===== config.mk =====
export PLATFORM = sky130hd
export DESIGN_NAME = lpkc_ram
export DESIGN_NICKNAME = d
export VERILOG_FILES = /design/src/rtl/lpkc_ram.sv
export SDC_FILE = /design/constraint.sdc
export NUM_CORES = 1
export LEC_CHECK = 0
export BUFFER_PORTS_ARGS = -buffer_cell sky130_fd_sc_hd__clkbuf_2
export CORE_MARGIN = 2
export CORE_UTILIZATION = 62
export DETAILED_ROUTE_END_ITERATION = 12
export PLACE_DENSITY_LB_ADDON = 0.3
export SLEW_MARGIN = 20
export SYNTH_ARGS = -nofsm -noshare
export SYNTH_HDL_FRONTEND = slang
export SYNTH_SLANG_ARGS = --single-unit

===== constraint.sdc =====
create_clock -name clock -period 2.6 [get_ports clock]
set_input_delay 0.26 -clock clock [delete_from_list [all_inputs] [get_ports clock]]
set_output_delay 0.26 -clock clock [all_outputs]
set_load 0.01 [all_outputs]

===== src/rtl/lpkc_ram.sv =====
// ----------------------------------------------------------------------------
// lpkc_ram
// Generic simple dual-port RAM: one write port, one read port, registered read.
// ----------------------------------------------------------------------------
module lpkc_ram #(
   parameter int WIDTH = 8,
   parameter int DEPTH = 64
) (
   input  logic                     clock,
   input  logic                     wr_en,
   input  logic [$clog2(DEPTH)-1:0] wr_addr,
   input  logic [WIDTH-1:0]         wr_data,
   input  logic                     rd_en,
   input  logic [$clog2(DEPTH)-1:0] rd_addr,
   output logic [WIDTH-1:0]         rd_data
);

   logic [WIDTH-1:0] mem_ff [DEPTH];

   always_ff @(posedge clock) begin
      if (wr_en) begin
         mem_ff[wr_addr] <= wr_data;
      end
      if (rd_en) begin
         rd_data <= mem_ff[rd_addr];
      end
   end

endmodule


# Word level (Yosys, flattened, before mapping)
# Memory sizes are Yosys's and may differ from the RTL's. A register that Yosys moved wholly into a read port is not among the register bits.
# Cells that the tools add are included.
op_classes:
  bitwise: 0
  div: 0
  addsub: 0
  shift: 0
  n_mul: 0
  n_mux: 2
  magnitude_cmp: 0
  n_reduce_logical: 0
  n_eq_ne: 0
op_table:
  columns: ["cell", "count"]
  rows:
  - ["$mux W1", 2]
totals:
  ram_bits: 512
  memories: 1
  romBits: 0
  wordCells: 3
  in_bits: 23
  latchBits: 0
  reg_bits: 0
memory_table:
  columns: ["memory", "words", "word_bits", "rd", "rd_clocked_by_memory_dff", "write_ports", "line", "source"]
  rows:
  - ["mem_ff", 64, 8, 1, 1, 1, "18", "logic [WIDTH-1:0] mem_ff [DEPTH];"]

# Longest topological paths before layout
depth:
  word_depth: 2
  depth_mapped: 9
  ltp_nobuf: 5

# Least setup slack after synthesis
# OpenSTA, ideal clock, no wires.
synth_timing:
  path_kind: "input-to-reg"
  from: "input port rd_addr[1]"
  to: "register rd_data[3] (read register of mem_ff), data pin"
  path_stages: 7
  arrival_ns: 1.800
  required_ns: 2.334
  slack_ns: 0.534
  path_cell_list: "buf_4 -> buf_2 -> buf_2 -> mux4_2 -> mux4_2 -> o21ai_1 -> o41ai_1"
synth_rtl:
  columns: ["element", "line", "source"]
  rows:
  - ["start: declaration", "14", "input logic [$clog2(DEPTH)-1:0] rd_addr,"]
  - ["end: declaration", "15", "output logic [WIDTH-1:0] rd_data"]

==> impl_metrics.json <==
{
  "start_util": 0.625,
  "slowest_stage": "mux4_2",
  "worst_pin_slew_ns": 0.931,
  "routabilityCongestion": 0.823,
  "cts_tree": "yes",
  "clock_latency_ns": 0.54,
  "routed_wl_um": 44900,
  "htreeDepth": 2,
  "postCtsSetupBuffers": 0,
  "cp.arrival_ns": 2.52,
  "setup_ws_ns": 0.354,
  "synth_common_cells": "edfxtp_1 (520), mux4_2 (126), nor2_1 (83), mux2i_1 (23), nand2_1 (19)",
  "grt_pass1_vias": 10400,
  "core_area_um2": 32400,
  "syn_area_per_cell_um2": 21.5,
  "yosys.area_share.simple": 0.0337,
  "post-route-util": 0.712,
  "clk_path_buf_depth": 3,
  "ioPinCount": 31,
  "die_w_um": 185,
  "first_iter_violations": 1307,
  "critPathLaunchType": "flop",
  "finalNonFillerCells": 1559,
  "synth_xor_area_frac": 0,
  "cts.sinks": 520,
  "cts_root_buf": "clkbuf_16",
  "grt_pass1_wl_um": 66900,
  "ys_async_sr_fraction": 0,
  "first_pass_iters": 6,
  "p_leak_nw": 7.43,
  "synth.area.mux_share": 0.159,
  "setup_tns_ns": 0,
  "io_buffers": 30,
  "cp_max_fo": 1,
  "grt_max_degree": 65,
  "die-area_um2": 34100,
  "drive_gt1_frac": 0.312,
  "yosysMostFrequentCell": "edfxtp_1",
  "synthTopCellsByArea": "edfxtp_1 (77%), mux4_2 (14%), nor2_1 (1.5%)",
  "n_antenna_cell": 0,
  "synth_top_family_by_area": "multiplexers",
  "antenna_found_initial": 2,
  "placed_cells": 1476,
  "power_density_nw_per_um2": 731,
  "synth_nets": 963,
  "ys_warn_count": 0,
  "wl_per_cell_um": 28.8,
  "critPathMaxStageDelay_ns": 0.48,
  "hold_path_class": "input pin to flop",
  "area_growth_syn_to_layout_pct": 13.8,
  "path_cells": "mux4_2 -> mux2_2 -> o221a_2 -> nor3_1 -> o32ai_1",
  "fin_area_um2": 23000,
  "ir_drop_mv": 0.669,
  "drv_cap": 0,
  "period_share": 0.864,
  "dp_hpwl_um": 27200,
  "synth_fa_ha_area_frac": 0,
  "synthCells": 940,
  "clkTransAtPathRegs_ns": 0.06,
  "final_hold_viol_count": 0,
  "drv_slew": 0,
  "antenna_left": 0,
  "fp.dieH_um": 185,
  "vias": 10200,
  "slew_headroom": 0.380,
  "finClkSkew_ns": 0.00935,
  "crit_buf_inv": 0,
  "post_dp_cell_area_um2": 21600,
  "required_ns": 2.87,
  "synth_edf_count": 520,
  "track_usage": 0.275,
  "setup_viol": 0,
  "vias_per_cell": 6.56,
  "cts_made_buffers": 49,
  "yosys_register_bits": 520,
  "yosysTopAreaCell": "edfxtp_1",
  "drc": 0,
  "yosysUniqueCellTypes": 39,
  "cts-hold-fix-buffers": 0,
  "fin_crit_ns": 2.25,
  "synth-seq-area-share": 0.771,
  "rsz0062_at_grt": "false",
  "syn_area_um2": 20200,
  "synth-compound-area-share": 0.0206,
  "critPathKind": "flop to flop",
  "rows": 66,
  "finalNetCount": 1108,
  "gr-total-overflow": 0,
  "cp-end-kind": "flop",
  "cts_resized": 0,
  "yosys_most_used_dff": "edfxtp_1",
  "crit_family": "multiplexers",
  "yosys.area.top_type_share": 0.771,
  "max_freq_mhz": 445,
  "dpl_worst_slack_ns": -0.0306,
  "status": "complete, no violations"
}
per-stage QoR:
step	hold WS [ns]	power, W
finish	0.172	0.0168
floorplan	0.359	0.00999
detailed placement	0.692	0.0104
global route	0.167	0.0172
CTS	0.158	0.0169
global placement	0.695	0.0104
layer usage:
layer  global-route usage  up-vias  wire, µm
li1                     -     4204         -
met1                0.396     5320     17200
met2                0.439      596     22300
met3               0.0514      101      4090
met4               0.0832        4      1290
met5                    0        -        22
path summary, 6_finish.rpt:
| path | cells after the start | end | startpoint | slack (ns) |
|---|---|---|---|---|
| worst max-delay path | 5 | rd_data[6] | mem_ff[16][6] | 0.35 |
| worst min-delay path | 1 | rd_data[1] | rd_en | 0.17 |
| worst max register to register | 5 | rd_data[6] | mem_ff[16][6] | 0.35 |
| worst min register to register | 4 | rd_data[1] | mem_ff[18][1] | 0.93 |
power breakdown:
group          leakage, nW  total [W]  switching (W)  internal (W)
clock network        0.712    0.00660        0.00286       0.00374
registers             4.69    0.00932      0.0000244       0.00930
logic                 2.03   0.000904       0.000547      0.000357
placed cells by master (no fill, tap or decap), types with 4 or more instances in the layout:
cell         n
clkbuf_1    13
edfxtp_1   520
mux2_2      13
nand2_1     19
clkbuf_2    27
nor2b_1     14
nand3_1     13
nand2b_1     7
nor3_1       7
nor2_1      83
mux4_2     126
buf_4      111
o22ai_1      8
clkinv_1     7
mux2i_1     23
o221ai_1     8
clkinv_2    10
buf_12       6
clkbuf_16   49
a221oi_1     6
a211oi_1     4
area by class of cell:
type                    instances  area (µm²)
multi-input cells             369        4320
clock inverters                21         174
repair buffers                145        1100
flip-flops and latches        520       15600
fillers                      1901        9340
well taps                     442         553
clock buffers                  62        1270
logic make-up after synthesis:
group,count (synthesis)
compound gates,54
buf+inv,51
flops,520
mux,162
simple gates,153
registers in the layout, summed over array words and instances, names as in the netlist:
signal   cells
rd_data      8
mem_ff     512
(Power assumes the default switching activity.)
